### src/hdl/bvg_pkg.sv
// bvg_pkg: shared types, constants and the state-of-charge map of the battery gauge
// used by battery_voltage_gauge, bvg_cfg, bvg_ring and bvg_map; no dependencies
package bvg_pkg;

    // value every history entry reads as after reset
    localparam logic [15:0] RESET_MV = 16'd3300;

    // register reset values
    localparam logic [15:0] LOW_ALERT_RESET = 16'd3100;
    localparam logic [15:0] CHARGE_RESET    = 16'd3550;

    // register select, taken from paddr[2]
    localparam logic REG_LOW_ALERT = 1'b0;
    localparam logic REG_CHARGE    = 1'b1;

    // lifepo4 open-circuit-voltage breakpoints
    localparam int OCV_N = 7;
    localparam int SEG_N = OCV_N - 1;
    localparam int SEG_W = 3;

    localparam logic [15:0] OCV_MV [OCV_N] = '{
        16'd3100, 16'd3200, 16'd3300, 16'd3350, 16'd3400, 16'd3450, 16'd3650
    };
    localparam logic [6:0] OCV_PCT [OCV_N] = '{
        7'd0, 7'd0, 7'd20, 7'd50, 7'd80, 7'd100, 7'd100
    };

    // each segment's slope is k/5 percent per mV (20/100, 30/50, 30/50, 20/50),
    // flat segments have k of zero
    localparam logic [1:0] SEG_K [SEG_N] = '{2'd0, 2'd1, 2'd3, 2'd3, 2'd2, 2'd0};

    // divide by 5 as a multiply by 205 / 1024, exact for products below 512
    localparam logic [7:0] DIV5_RECIP = 8'd205;
    localparam int         DIV5_SHIFT = 10;

    // threshold registers as seen by the datapath
    typedef struct packed {
        logic [15:0] low_alert_mv;
        logic [15:0] charge_detect_mv;
    } cfg_t;

    // piecewise linear state of charge from a filtered voltage
    function automatic logic [6:0] soc_of(input logic [15:0] mv);
        logic             found;
        logic [SEG_W-1:0] seg;
        logic [7:0]       dmv;
        logic [8:0]       num;
        logic [16:0]      prod;
        logic [6:0]       res;
        found = 1'b0;
        seg   = '0;
        for (int k = 0; k < SEG_N; k++) begin
            // lower segment wins at a shared breakpoint
            if (!found && mv <= OCV_MV[k + 1]) begin
                seg   = SEG_W'(k);
                found = 1'b1;
            end
        end
        dmv  = 8'(mv - OCV_MV[seg]);
        num  = 9'(dmv * SEG_K[seg]);
        prod = 17'(num) * 17'(DIV5_RECIP);
        res  = OCV_PCT[seg] + 7'(prod >> DIV5_SHIFT);
        if (mv <= OCV_MV[0]) begin
            res = 7'd0;
        end else if (mv >= OCV_MV[OCV_N - 1]) begin
            res = 7'd100;
        end
        return res;
    endfunction

endpackage

### src/hdl/battery_voltage_gauge.sv
// battery_voltage_gauge: moving average battery gauge with lifepo4 state of charge
// stages: ring stage one, running sum, mean product, output register
// throughput: one item per cycle if not stalled, set by the one history read and write
// reset: synchronous active low; history reads as 3300 mV, thresholds 3100 / 3550 mV
// depends on bvg_pkg, bvg_cfg, bvg_ring, bvg_div, bvg_map
module battery_voltage_gauge #(
    parameter int WINDOW = 10
) (
    input  logic        aclk,
    input  logic        aresetn,
    // input samples
    input  logic        s_tvalid,
    output logic        s_tready,
    input  logic [15:0] s_tdata,   // [15:0] sample_mv
    // results
    output logic        m_tvalid,
    input  logic        m_tready,
    output logic [31:0] m_tdata,   // [15:0] filtered_mv, [22:16] soc_percent,
                                   // [23] low_alert, [24] charging, [31:25] zero
    // configuration
    input  logic        psel,
    input  logic        penable,
    input  logic        pwrite,
    input  logic [2:0]  paddr,
    input  logic [31:0] pwdata,
    output logic [31:0] prdata,
    output logic        pready
);
    import bvg_pkg::*;

    localparam int SUM_W = 16 + $clog2(WINDOW);

    logic             en;
    logic             in_accept;
    cfg_t             cfg;
    logic             sum_valid;
    logic [SUM_W-1:0] sum;
    logic             mean_valid;
    logic [15:0]      mean_mv;
    logic [15:0]      filtered_mv;
    logic [6:0]       soc_percent;
    logic             low_alert;
    logic             charging;

    // whole pipeline advances unless the output register is full and stalled
    assign en        = ~m_tvalid | m_tready;
    assign s_tready  = en;
    assign in_accept = s_tvalid & en;

    bvg_cfg u_cfg (
        .aclk    (aclk),
        .aresetn (aresetn),
        .psel    (psel),
        .penable (penable),
        .pwrite  (pwrite),
        .paddr   (paddr),
        .pwdata  (pwdata),
        .prdata  (prdata),
        .pready  (pready),
        .cfg     (cfg)
    );

    bvg_ring #(.WINDOW(WINDOW)) u_ring (
        .aclk      (aclk),
        .aresetn   (aresetn),
        .en        (en),
        .in_accept (in_accept),
        .sample    (s_tdata),
        .sum_valid (sum_valid),
        .sum_out   (sum)
    );

    bvg_div #(.WINDOW(WINDOW)) u_div (
        .aclk       (aclk),
        .aresetn    (aresetn),
        .en         (en),
        .in_valid   (sum_valid),
        .sum_in     (sum),
        .mean_valid (mean_valid),
        .mean_mv    (mean_mv)
    );

    bvg_map u_map (
        .aclk        (aclk),
        .aresetn     (aresetn),
        .en          (en),
        .in_valid    (mean_valid),
        .mean_mv     (mean_mv),
        .cfg         (cfg),
        .out_valid   (m_tvalid),
        .filtered_mv (filtered_mv),
        .soc_percent (soc_percent),
        .low_alert   (low_alert),
        .charging    (charging)
    );

    // result packing
    assign m_tdata = {7'd0, charging, low_alert, soc_percent, filtered_mv};

endmodule

### src/hdl/bvg_cfg.sv
// bvg_cfg: apb register block holding the low alert and charge detect thresholds
// depends on bvg_pkg
module bvg_cfg (
    input  logic          aclk,
    input  logic          aresetn,
    input  logic          psel,
    input  logic          penable,
    input  logic          pwrite,
    input  logic [2:0]    paddr,
    input  logic [31:0]   pwdata,
    output logic [31:0]   prdata,
    output logic          pready,
    output bvg_pkg::cfg_t cfg
);
    import bvg_pkg::*;

    logic [15:0] low_alert_reg;
    logic [15:0] charge_reg;
    logic        wr_en;

    assign pready = 1'b1;
    assign wr_en  = psel & penable & pwrite & pready;

    // register writes, byte offset bits ignored
    always_ff @(posedge aclk) begin
        if (!aresetn) begin
            low_alert_reg <= LOW_ALERT_RESET;
            charge_reg    <= CHARGE_RESET;
        end else if (wr_en) begin
            unique case (paddr[2])
                REG_LOW_ALERT: low_alert_reg <= pwdata[15:0];
                REG_CHARGE:    charge_reg    <= pwdata[15:0];
                default:       ;
            endcase
        end
    end

    // read back
    always_comb begin
        unique case (paddr[2])
            REG_LOW_ALERT: prdata = {16'd0, low_alert_reg};
            REG_CHARGE:    prdata = {16'd0, charge_reg};
            default:       prdata = 32'd0;
        endcase
    end

    assign cfg.low_alert_mv     = low_alert_reg;
    assign cfg.charge_detect_mv = charge_reg;

endmodule

### src/hdl/bvg_ring.sv
// bvg_ring: sample history ring in a synchronous memory plus the running window sum
// depends on bvg_pkg
module bvg_ring #(
    parameter int WINDOW = 10
) (
    input  logic                            aclk,
    input  logic                            aresetn,
    input  logic                            en,
    input  logic                            in_accept,
    input  logic [15:0]                     sample,
    output logic                            sum_valid,
    output logic [16+$clog2(WINDOW)-1:0]    sum_out
);
    import bvg_pkg::*;

    localparam int POS_W = $clog2(WINDOW);
    localparam int SUM_W = 16 + $clog2(WINDOW);
    localparam logic [SUM_W-1:0] SUM_RESET = SUM_W'(WINDOW * int'(RESET_MV));
    localparam logic [POS_W-1:0] POS_LAST  = POS_W'(WINDOW - 1);

    logic [15:0]       mem [WINDOW];
    logic [WINDOW-1:0] vld_reg;
    logic [POS_W-1:0]  rd_ptr_reg;
    logic [POS_W-1:0]  rd_ptr_next;
    logic              s1_valid_reg;
    logic [POS_W-1:0]  s1_pos_reg;
    logic [15:0]       s1_sample_reg;
    logic [15:0]       rd_data_reg;
    logic              rd_hit_reg;
    logic [15:0]       old_mv;
    logic              wr_en;
    logic [SUM_W-1:0]  sum_reg;
    logic [SUM_W-1:0]  sum_next;
    logic              sum_valid_reg;

    assign rd_ptr_next = (rd_ptr_reg == POS_LAST) ? '0 : rd_ptr_reg + POS_W'(1);
    assign wr_en       = en & s1_valid_reg;

    // entries never written read as the reset voltage
    assign old_mv   = rd_hit_reg ? rd_data_reg : RESET_MV;
    assign sum_next = sum_reg - SUM_W'(old_mv) + SUM_W'(s1_sample_reg);

    // history memory: read slot on accept, write back from the stage one registers
    always_ff @(posedge aclk) begin
        if (wr_en) begin
            mem[s1_pos_reg] <= s1_sample_reg;
        end
        if (in_accept) begin
            rd_data_reg <= mem[rd_ptr_reg];
        end
    end

    // stage one payload
    always_ff @(posedge aclk) begin
        if (in_accept) begin
            s1_pos_reg    <= rd_ptr_reg;
            s1_sample_reg <= sample;
            rd_hit_reg    <= vld_reg[rd_ptr_reg];
        end
    end

    // pointer, written flags, running sum and stage valids
    always_ff @(posedge aclk) begin
        if (!aresetn) begin
            rd_ptr_reg    <= '0;
            vld_reg       <= '0;
            s1_valid_reg  <= 1'b0;
            sum_valid_reg <= 1'b0;
            sum_reg       <= SUM_RESET;
        end else begin
            if (in_accept) begin
                rd_ptr_reg <= rd_ptr_next;
            end
            if (en) begin
                s1_valid_reg  <= in_accept;
                sum_valid_reg <= s1_valid_reg;
            end
            if (wr_en) begin
                vld_reg[s1_pos_reg] <= 1'b1;
                sum_reg             <= sum_next;
            end
        end
    end

    assign sum_valid = sum_valid_reg;
    assign sum_out   = sum_reg;

endmodule

### src/hdl/bvg_div.sv
// bvg_div: window mean by multiplication with a fixed reciprocal of the window length
// no package dependencies
module bvg_div #(
    parameter int WINDOW = 10
) (
    input  logic                            aclk,
    input  logic                            aresetn,
    input  logic                            en,
    input  logic                            in_valid,
    input  logic [16+$clog2(WINDOW)-1:0]    sum_in,
    output logic                            mean_valid,
    output logic [15:0]                     mean_mv
);
    localparam int SUM_W   = 16 + $clog2(WINDOW);
    localparam int SHIFT   = SUM_W + $clog2(WINDOW);
    localparam int RECIP_W = SUM_W + 2;
    localparam int PROD_W  = SUM_W + RECIP_W;
    // ceil(2^SHIFT / WINDOW) gives an exact floor quotient for any SUM_W-bit sum
    localparam logic [63:0] RECIP_FULL =
        ((64'd1 << SHIFT) + 64'(WINDOW) - 64'd1) / 64'(WINDOW);
    localparam logic [RECIP_W-1:0] RECIP = RECIP_W'(RECIP_FULL);

    logic [PROD_W-1:0] prod_reg;
    logic [PROD_W-1:0] prod_next;
    logic              valid_reg;

    assign prod_next = {{RECIP_W{1'b0}}, sum_in} * {{SUM_W{1'b0}}, RECIP};

    // product register
    always_ff @(posedge aclk) begin
        if (en) begin
            prod_reg <= prod_next;
        end
    end

    always_ff @(posedge aclk) begin
        if (!aresetn) begin
            valid_reg <= 1'b0;
        end else if (en) begin
            valid_reg <= in_valid;
        end
    end

    assign mean_valid = valid_reg;
    assign mean_mv    = prod_reg[SHIFT+15:SHIFT];

endmodule

### src/hdl/bvg_map.sv
// bvg_map: state-of-charge interpolation, threshold flags and the output register
// depends on bvg_pkg
module bvg_map (
    input  logic          aclk,
    input  logic          aresetn,
    input  logic          en,
    input  logic          in_valid,
    input  logic [15:0]   mean_mv,
    input  bvg_pkg::cfg_t cfg,
    output logic          out_valid,
    output logic [15:0]   filtered_mv,
    output logic [6:0]    soc_percent,
    output logic          low_alert,
    output logic          charging
);
    import bvg_pkg::*;

    logic        valid_reg;
    logic [15:0] filtered_reg;
    logic [6:0]  soc_reg;
    logic        low_reg;
    logic        chg_reg;

    // result payload
    always_ff @(posedge aclk) begin
        if (en) begin
            filtered_reg <= mean_mv;
            soc_reg      <= soc_of(mean_mv);
            low_reg      <= (mean_mv < cfg.low_alert_mv);
            chg_reg      <= (mean_mv > cfg.charge_detect_mv);
        end
    end

    always_ff @(posedge aclk) begin
        if (!aresetn) begin
            valid_reg <= 1'b0;
        end else if (en) begin
            valid_reg <= in_valid;
        end
    end

    assign out_valid   = valid_reg;
    assign filtered_mv = filtered_reg;
    assign soc_percent = soc_reg;
    assign low_alert   = low_reg;
    assign charging    = chg_reg;

endmodule
### config.mk
export PLATFORM = sky130hd
export DESIGN_NAME = battery_voltage_gauge
export DESIGN_NICKNAME = d
export VERILOG_FILES = /design/src/hdl/bvg_pkg.sv /design/src/hdl/battery_voltage_gauge.sv /design/src/hdl/bvg_cfg.sv /design/src/hdl/bvg_ring.sv /design/src/hdl/bvg_div.sv /design/src/hdl/bvg_map.sv
export SDC_FILE = /design/constraint.sdc
export NUM_CORES = 1
export LEC_CHECK = 0
export ABC_AREA = 0
export CORE_MARGIN = 3
export CORE_UTILIZATION = 56
export CTS_BUF_LIST = sky130_fd_sc_hd__clkbuf_2
export CTS_CLUSTER_DIAMETER = 50
export DETAILED_ROUTE_END_ITERATION = 12
export DONT_BUFFER_PORTS = 1
export PLACE_DENSITY = 0.71
export SYNTH_ARGS = -nofsm -noshare
export SYNTH_HDL_FRONTEND = slang
export SYNTH_HIERARCHICAL = 1
export SYNTH_SLANG_ARGS = --single-unit
### constraint.sdc
create_clock -name aclk -period 21.8 [get_ports aclk]
set_input_delay 4.36 -clock aclk [delete_from_list [all_inputs] [get_ports aclk]]
set_output_delay 4.36 -clock aclk [all_outputs]
set_load 0.05 [all_outputs]
### After elaboration in Yosys (flattened, before gate mapping)

Memory sizes are Yosys's and may differ from the RTL's. A register that Yosys moved wholly into a read port is not among the register bits.
Index checks and enable logic that the tools add are counted.

| storage, ports and cells | value |
|---|---|
| bits in registers | 155 |
| RAM bits | 160 |
| memory bits (read-only) | 200 |
| memories | 4 |

| cells by class | value |
|---|---|
| add/sub/neg operators | 5 |
| multiply operators | 3 |
| magnitude comparators | 14 |
| equality and inequality tests | 1 |
| mux-type cells | 32 |
| bitwise logic cells | 9 |
| reduce and logical (&&, ||, !) cells | 14 |

Memories:

| memory | depth | width | read ports | clocked after Yosys merged registers in | wr ports | RTL line | text |
|---|---|---|---|---|---|---|---|
| u_ring.mem | 10 | 16 | 1 | 1 | 1 | bvg_ring.sv:21 | `logic [15:0] mem [WINDOW];` |
| (no name shown) | 8 | 16 | 1 | 0 | 0 | bvg_pkg.sv:59 | `dmv = 8'(mv - OCV_MV[seg]);` |
| (no name shown) | 8 | 7 | 1 | 0 | 0 | bvg_pkg.sv:62 | `res = OCV_PCT[seg] + 7'(prod >> DIV5_SHIFT);` |
| (no name shown) | 8 | 2 | 1 | 0 | 0 | bvg_pkg.sv:60 | `num = 9'(dmv * SEG_K[seg]);` |

Operators by type and width:

| kind | number |
|---|---|
| $le A16 B12 Y1 const B | 7 |
| $pmux W32 S2 | 1 |
| $mul A20 B20 Y39 const B | 1 |
| $mux W7 | 3 |
| $add A20 B16 Y20 | 1 |
| $sub A20 B16 Y20 | 1 |
| $mul A9 B8 Y17 const B | 1 |
| $ge A16 B12 Y1 const B | 1 |
| $gt A16 B16 Y1 | 1 |
| $lt A16 B16 Y1 | 1 |
| $mux W16 | 1 |
| $mux W8 | 2 |
| $mux W1 | 15 |
| $lt A4 B5 Y1 const B | 2 |
| $or A10 B10 Y10 | 1 |
| $mul A8 B2 Y9 | 1 |
| $mux W3 | 3 |
| $mux W2 | 4 |
| $sub A8 B8 Y8 | 1 |
| $add A7 B7 Y7 | 1 |
| $logic_and A1 B1 Y1 | 6 |
| $logic_not A1 Y1 | 5 |
| $add A4 B1 Y4 const B | 1 |
| $and A1 B1 Y1 | 4 |
| 11 further kinds | 13 |

### Longest topological paths before layout

Gate-level depths: netlist of run 1.

| depth | value |
|---|---|
| word-level depth | 32 |
| mapped depth | 46 |
| depth with buffers taken out | 45 |

### Modules after synthesis

Netlist of run 1, hierarchy kept.

By module, submodules not included:

| module | instances | cells an instance | area each (µm²) |
|---|---|---|---|
| bvg_ring | 1 | 674 | 10118.5 |
| bvg_div | 1 | 776 | 7833.8 |
| bvg_map | 1 | 441 | 4090.2 |
| bvg_cfg | 1 | 165 | 1656.6 |
| battery_voltage_gauge | 1 | 12 | 93.8 |

### Worst setup path before layout of run 1

OpenSTA, ideal clock, no wires.

| timing path | value |
|---|---|
| kind | register to register |
| start | register u_div.prod_reg[31] |
| end | register u_map.soc_reg[6], in the netlist u_map/soc_percent[6], data pin |
| arrival | 9.525 ns |
| path slack | 12.129 ns |
| stages on the path, launching flop included | 42 |
| clock period less this slack | 9.671 ns |
| cells stage by stage | edfxtp_1 > buf_2 > or3_1 > or4_1 > o31ai_1 > nand2_1 > a21oi_1 > o21a_1 > inv_1 > ha_1 > or2_2 > fa_1 > inv_1 > or3_1 > fa_1 > inv_1 > a21o_1 > a21oi_1 > [... 6 more ...] > fa_1 > inv_1 > fa_1 > inv_1 > ha_1 > a21o_1 > a21o_1 > a21oi_1 > o21a_1 > o21ai_4 > a211o_1 > xor2_1 > ha_1 > nand3_1 > a2111oi_1 > a2111oi_2 > xnor3_1 > a21oi_1 |

| on the way | value |
|---|---|
| longest elaborated chain between the ends | 32 |
| elaborated cells between the ends (all ways) | 49 |
| those cells by class | add/sub (2); mul (2); order compare (8); mux (23); bitwise (1); reduce/logical (10); memory (3) |

Ends and longest elaborated chain:

| element | RTL line | text |
|---|---|---|
| from (decl) | bvg_div.sv:23 | `logic [PROD_W-1:0] prod_reg;` |
| from (signal assigned) | bvg_div.sv:32 | `prod_reg <= prod_next;` |
| $le A16 B12 Y1 | bvg_pkg.sv:54 | `if (!found && mv <= OCV_MV[k + 1]) begin` |
| $mux W1 | bvg_pkg.sv:54 |  |
| $mux W1 | bvg_map.sv:26 | `if (en) begin` |
| $logic_not A1 Y1 | bvg_pkg.sv:54 |  |
| $logic_and A1 B1 Y1 | bvg_pkg.sv:54 |  |
| $mux W1 | bvg_pkg.sv:54 |  |
| $mux W1 | bvg_map.sv:26 |  |
| $logic_not A1 Y1 | bvg_pkg.sv:54 |  |
| [... 15 more ...] | - |  |
| $not A3 Y4 (not written as such) | bvg_pkg.sv:59, bvg_pkg.sv:60, bvg_pkg.sv:62 |  |
| $mem_v2 Z8 W16 | - |  |
| $mux W8 (not written as such) (2 in a row) | bvg_pkg.sv:59 |  |
| $sub A8 B8 Y8 | bvg_pkg.sv:59 |  |
| $mul A8 B2 Y9 | bvg_pkg.sv:60 |  |
| $mul A9 B8 Y17 | bvg_pkg.sv:61 | `prod = 17'(num) * 17'(DIV5_RECIP);` |
| $add A7 B7 Y7 | bvg_pkg.sv:62 |  |
| $mux W7 | bvg_pkg.sv:65 | `end else if (mv >= OCV_MV[OCV_N - 1]) begin` |
| to (signal assigned) | bvg_map.sv:28 | `soc_reg <= soc_of(mean_mv);` |
| to (decl) | bvg_map.sv:20 | `logic [6:0] soc_reg;` |

Parallel ways exist; a longest one is shown, timed or not. The select of a mux whose other input is x is not followed.
A chain may end at the register's enable or synchronous reset.

### Final worst setup path of run 1

| timing path | value |
|---|---|
| start | register u_div.prod_reg[38] |
| end | register u_map.soc_reg[6], in the netlist u_map/soc_percent[6], data pin |

Same word-level chain as after synthesis.

==> results of run 1 <==
## cell families (layout without fill, tap and decap cells)
logic type,after synthesis,after routing,synth area share (%)
other cells,3,27,0.0473
simple gates,394,394,8.71
buf+inv,390,471,6.77
xor+xnor,76,76,2.86
mux,107,107,6.39
fa+ha+maj,478,478,30.2
compound gates,312,312,9.05
flops,308,308,35.9
## worst max path at each step
stage / from / end / slack (ps)
after CTS: u_div/prod_reg[32] / u_map/soc_percent[6] / 11090
after detailed placement: u_div/prod_reg[32] / u_map/soc_percent[6] / 11120
after global placement: u_div/prod_reg[38] / u_map/soc_percent[6] / 11310
after global routing: u_div/prod_reg[38] / u_map/soc_percent[6] / 10430
final: u_div/prod_reg[38] / u_map/soc_percent[6] / 11070
after floorplan: u_div/prod_reg[31] / u_map/soc_percent[6] / 12130
## final cells by class
cell class / count / area, um2 / share of cell area, %
Inverter: 313 / 1170 / 4.69
Multi-Input combinational cell: 1391 / 13800 / 54.9
Antenna cell: 3 / 7.51 / 0.0299
Tap cell: 532 / 666 / 2.66
Sequential cell: 308 / 8550 / 34.1
Clock inverter: 19 / 170 / 0.679
Clock buffer: 122 / 611 / 2.44
Timing Repair Buffer: 17 / 128 / 0.509
## critical path: cells and delay by family, from the launching register on
kind | cells | cell delay [ps]
flops | 1 | 530
compound gates | 17 | 3540
mux | 1 | 280
buf+inv | 5 | 290
fa+ha+maj | 10 | 3810
simple gates | 5 | 1380
xor+xnor | 3 | 730
## Yosys cell counts, drive strengths merged (7+ instances only)
cell type / number
o211ai: 10
nand3: 27
or3: 8
mux2: 16
ha: 316
nand2: 94
clkbuf: 30
o311ai: 8
nor2b: 58
nand4: 20
a21o: 56
xor2: 35
dfxtp: 70
or2: 10
nor4: 14
mux2i: 57
buf: 47
a21oi: 97
o41ai: 7
a211oi: 23
and4: 7
nand2b: 9
o21a: 19
and2: 24
nor2: 88
inv: 313
o21bai: 8
o21ai: 41
xnor2: 40
edfxtp: 238
mux4: 34
fa: 162
and3: 8
nor3: 17
## metal layers
metal / global-route usage [%] / routed length [um] / vias up
met2: 37.9 / 24100 / 480
met5: 0 / 0 / -
met1: 33.1 / 23900 / 7598
met3: 4.44 / 2980 / 95
met4: 7.78 / 1250 / 0
li1: - / - / 7340
## metrics by stage
stage / utilization, % / hold WS, ps
CTS: 60.6 / 479
global placement: 58.7 / 444
finish: 60.6 / 478
detailed placement: 58.7 / 459
global route: 60.6 / 502
floorplan: - / 403
==> metrics, run 1 <==
status=finished, final reports clean; vias in the first global route=15963; top post-synthesis cells by area=edfxtp_1, ha_1, fa_1, dfxtp_1, inv_1; GRT overflow=0; FP Rows=74; CTS Hold Bufs=0; most common cell after layout, fill and taps aside=ha_1; Net count, final=around 2600; Die ar.=between 0.04 and 0.05 mm2; CP most frequent cell=ha_1; CP Max Fanout=9; area leader, netlist=edfxtp_1; final count of negative-setup-slack endpoints=0; worst r2r src=u_div/prod_reg[38]; Worst Setup Slack, final=approximately 11000 ps; worst slew pin tran=around 870 ps; clock-pin slew on the worst setup and hold paths=roughly 100 ps; final instance area=between 0.02 and 0.03 mm2; Layout Skew=91.7 ps; worst slack, placed=11120 ps; ANT nets after route=0; worst r2r dst=u_map/soc_percent[6]; CP arrival=between 10000 and 15000 ps; Layout area overhead=5.36%; unrepaired setup endpoints after global routing=false; Via density=roughly 5.7; first-pass GRT wire length=84.5 mm; max reg flops=between 150 and 200; die span in y=~210 um; Area after DPL=around 0.024 mm2; CP max stage delay=~540 ps; final setup TNS=0 ps; Core Region=slightly above 0.04 mm2; worst min path class=reg2reg; final worst-path cycle share=approximately half; Hold Path Stages=2; CTS tree=done; # clock sinks=between 300 and 400; input/output buffers=0; CTS Root Cell=clkbuf_2; largest net degree at the start of global routing=between 70 and 80; Longest Clk Path Bufs=3; EDFF count, synth=between 200 and 250; Post-synth ARST share=0%; initial drt markers=1083; Cell Count, Final, Fillers Out=roughly 2700; number of buffers created by CTS=77; postcts setup bufs=0; via count=between 15000 and 20000; htree depth=3; flop2flop setup slack=11070 ps; Hold EP=u_ring/vld_reg[1]; Top FF cell, synth=edfxtp_1; DRT Pass-1 Iters=5; final period demand of the worst path=roughly 11000 ps; Post-DP HPWL=roughly 39 mm; post-synth top area share=30.0%; hold_sp=u_ring/vld_reg[1]; antenna violations before repair=2; Initial Util=57.5%; Final Max Tran Viols=0; register area share after synthesis=35.9%; commonest cells after routing, fill and taps aside=ha_1, inv_1, edfxtp_1; syn_area_per_cell=around 12 um2; Seq cells post-synth=308; Post-Syn Area=about 0.024 mm2; Worst-Skew Late Latency=1000 ps; placed cells=2561; Total GRT Usage=between 20% and 30%; Die W=212 um; slowest CP cell=nor4_4; maxcap violations=0; Total Wirelength=around 52 mm; IO Count=~130; crit path launch type=flip-flop; Biggest register=u_ring/mem; Final Hold Viols=0; kind of critical path=reg2reg; Mapped Cells=between 2000 and 2500; Unique masters post-synth=90; CP endpoint kind=flip-flop; Peak Freq=about 0.093 GHz; Worst R2R Path Depth=41; Worst EP required=22610 ps; DRC Markers=0; Fillers=3365; synth warn=6; Routed wire per std cell=19.3 um; share of post-route cells with drive strength above 1=a little under an eighth; CTS-repair resized insts=0; gp weighted congestion=0.905; Rel. slew slack=42.1%
Power of run 1 is left out: the tool's default activity adds up to more than one toggle a clock period on the data nets, which glitch-free logic cannot reach.
==> inputs of run 2 (changes only) <==
--- a/config.mk
+++ b/config.mk
@@ -12,7 +12,7 @@
 export CTS_CLUSTER_DIAMETER = 50
 export DETAILED_ROUTE_END_ITERATION = 12
 export DONT_BUFFER_PORTS = 1
-export PLACE_DENSITY = 0.71
+export PLACE_DENSITY = 0.74
 export SYNTH_ARGS = -nofsm -noshare
 export SYNTH_HDL_FRONTEND = slang
 export SYNTH_HIERARCHICAL = 1
==> constraint.sdc (replaced) <==
create_clock -name aclk -period 9.3 [get_ports aclk]
set_input_delay 1.86 -clock aclk [delete_from_list [all_inputs] [get_ports aclk]]
set_output_delay 1.86 -clock aclk [all_outputs]
set_load 0.05 [all_outputs]
==> metrics, run 2 (same netlist as run 1, synthesis figures left out) <==
hold_sp=u_cfg/low_alert_reg[5]; final worst-path cycle share=between 90% and 100%; max reg flops=160; ANT nets after route=0; CP arrival=9920 ps; first-pass GRT wire length=85.2 mm; Die W=between 200 and 250 um; Total Wirelength=~53 mm; CTS Root Cell=clkbuf_2; Layout area overhead=10.5%; via count=roughly 16000; Die ar.=between 0.04 and 0.05 mm2; Biggest register=u_ring/mem; Final Max Tran Viols=0; CP most frequent cell=inv_2; GRT overflow=0; Top delay family on crit path=adder cells; Layout Skew=between 90 and 100 ps; worst min path class=reg2reg; kind of critical path=reg2reg; Final Util=between 60% and 70%; CTS tree=done; # clock sinks=around 300; status=finished, final reports clean; Total GRT Usage=a little under a quarter; FP Rows=74; clock-pin slew on the worst setup and hold paths=roughly 90 ps; largest net degree at the start of global routing=slightly above 70; Hold EP=u_cfg/low_alert_reg[5]; antenna violations before repair=2; WP buf/inv=8; slowest CP cell=fa_1; CP max stage delay=between 500 and 600 ps; final period demand of the worst path=9190 ps; share of post-route cells with drive strength above 1=a little under a fifth; CP endpoint kind=flip-flop; input/output buffers=0; final count of negative-setup-slack endpoints=0; worst r2r dst=u_map/soc_percent[6]; number of buffers created by CTS=78; Final Hold Viols=0; commonest cells after routing, fill and taps aside=inv_1, ha_1, edfxtp_1; DRT Pass-1 Iters=7; gp weighted congestion=between 0.9 and 1; Core Region=around 0.041 mm2; most common cell after layout, fill and taps aside=inv_1; Initial Util=a little under three fifths; worst slew pin tran=between 1000 and 1500 ps; CTS Hold Bufs=0; Rel. slew slack=a little under a third; DRC Markers=0; Hold Path Stages=2; crit path launch type=flip-flop; placed cells=2649; flop2flop setup slack=110 ps; Worst-Skew Late Latency=1030 ps; Longest Clk Path Bufs=3; Cell Count, Final, Fillers Out=2808; Peak Freq=~0.11 GHz; IO Count=between 100 and 150; die span in y=between 200 and 250 um; Worst EP required=roughly 10000 ps; Net count, final=roughly 2700; Routed wire per std cell=18.8 um; initial drt markers=a little under 900; vias in the first global route=~17000; Via density=about 5.7; unrepaired setup endpoints after global routing=true; Post-DP HPWL=between 40 and 50 mm; worst r2r src=u_div/prod_reg[38]; CP Max Fanout=4; Worst R2R Path Depth=43; htree depth=3; hold_ws=approximately 470 ps; maxcap violations=0
-- run 2: worst max path at each step --
stage	startpoint	end	slack [ps]	cells after the start
after global routing	u_div/prod_reg[32]	u_map/soc_percent[6]	-340	44
after floorplan	u_div/prod_reg[38]	u_map/soc_percent[6]	5	39
after detailed placement	u_div/prod_reg[29]	u_map/soc_percent[6]	-390	39
after global placement	u_div/prod_reg[29]	u_map/soc_percent[6]	-280	40
final	u_div/prod_reg[38]	u_map/soc_percent[6]	110	43
after CTS	u_div/prod_reg[29]	u_map/soc_percent[6]	-250	39
-- run 2: final cells by class --
cell class              count  area, um2
diodes                      5       12.5
flip-flops and latches    308       8550
multi-input cells        1391      14200
clock buffers             113        566
clock inverters            27        189
repair buffers            119        908
inverters                 313       1170
well taps                 532        666
fillers                  3251      15100
-- run 2: tightest hold or removal path, cell delays in order, from the launching register on --
cell	delay (ps)
dfxtp_1	320
nand2_1	60
mux2i_1	50
-- run 2: per-stage QoR --
stage | cell area, um2 | worst slack [ps] | TNS, ps
after CTS | 25800 | -247 | -247
after global routing | 26300 | -342 | -757
final | 26300 | 113 | 0
after global placement | 25000 | -276 | -288
after floorplan | 23900 | 4.86 | 0
after detailed placement | 25000 | -389 | -663
-- run 2: timing repair --
item                                    in CTS  in global routing
pin swaps                                    6                 71
gates cloned                                 0                  0
resized for setup                           11                 73
buffers inserted                             3                 11
endpoints found under the setup margin       3                  5
-- run 2: metal layers --
layer | track usage (%) | vias to the layer above | part of all wire, %
met1 | 28.9 | 7801 | 40
met3 | 3.95 | 129 | 4.2
li1 | - | 7540 | -
met4 | 9.05 | 0 | 3.4
met2 | 42.9 | 428 | 52
met5 | 0 | - | 0
Power of run 2 is left out for the same reason.
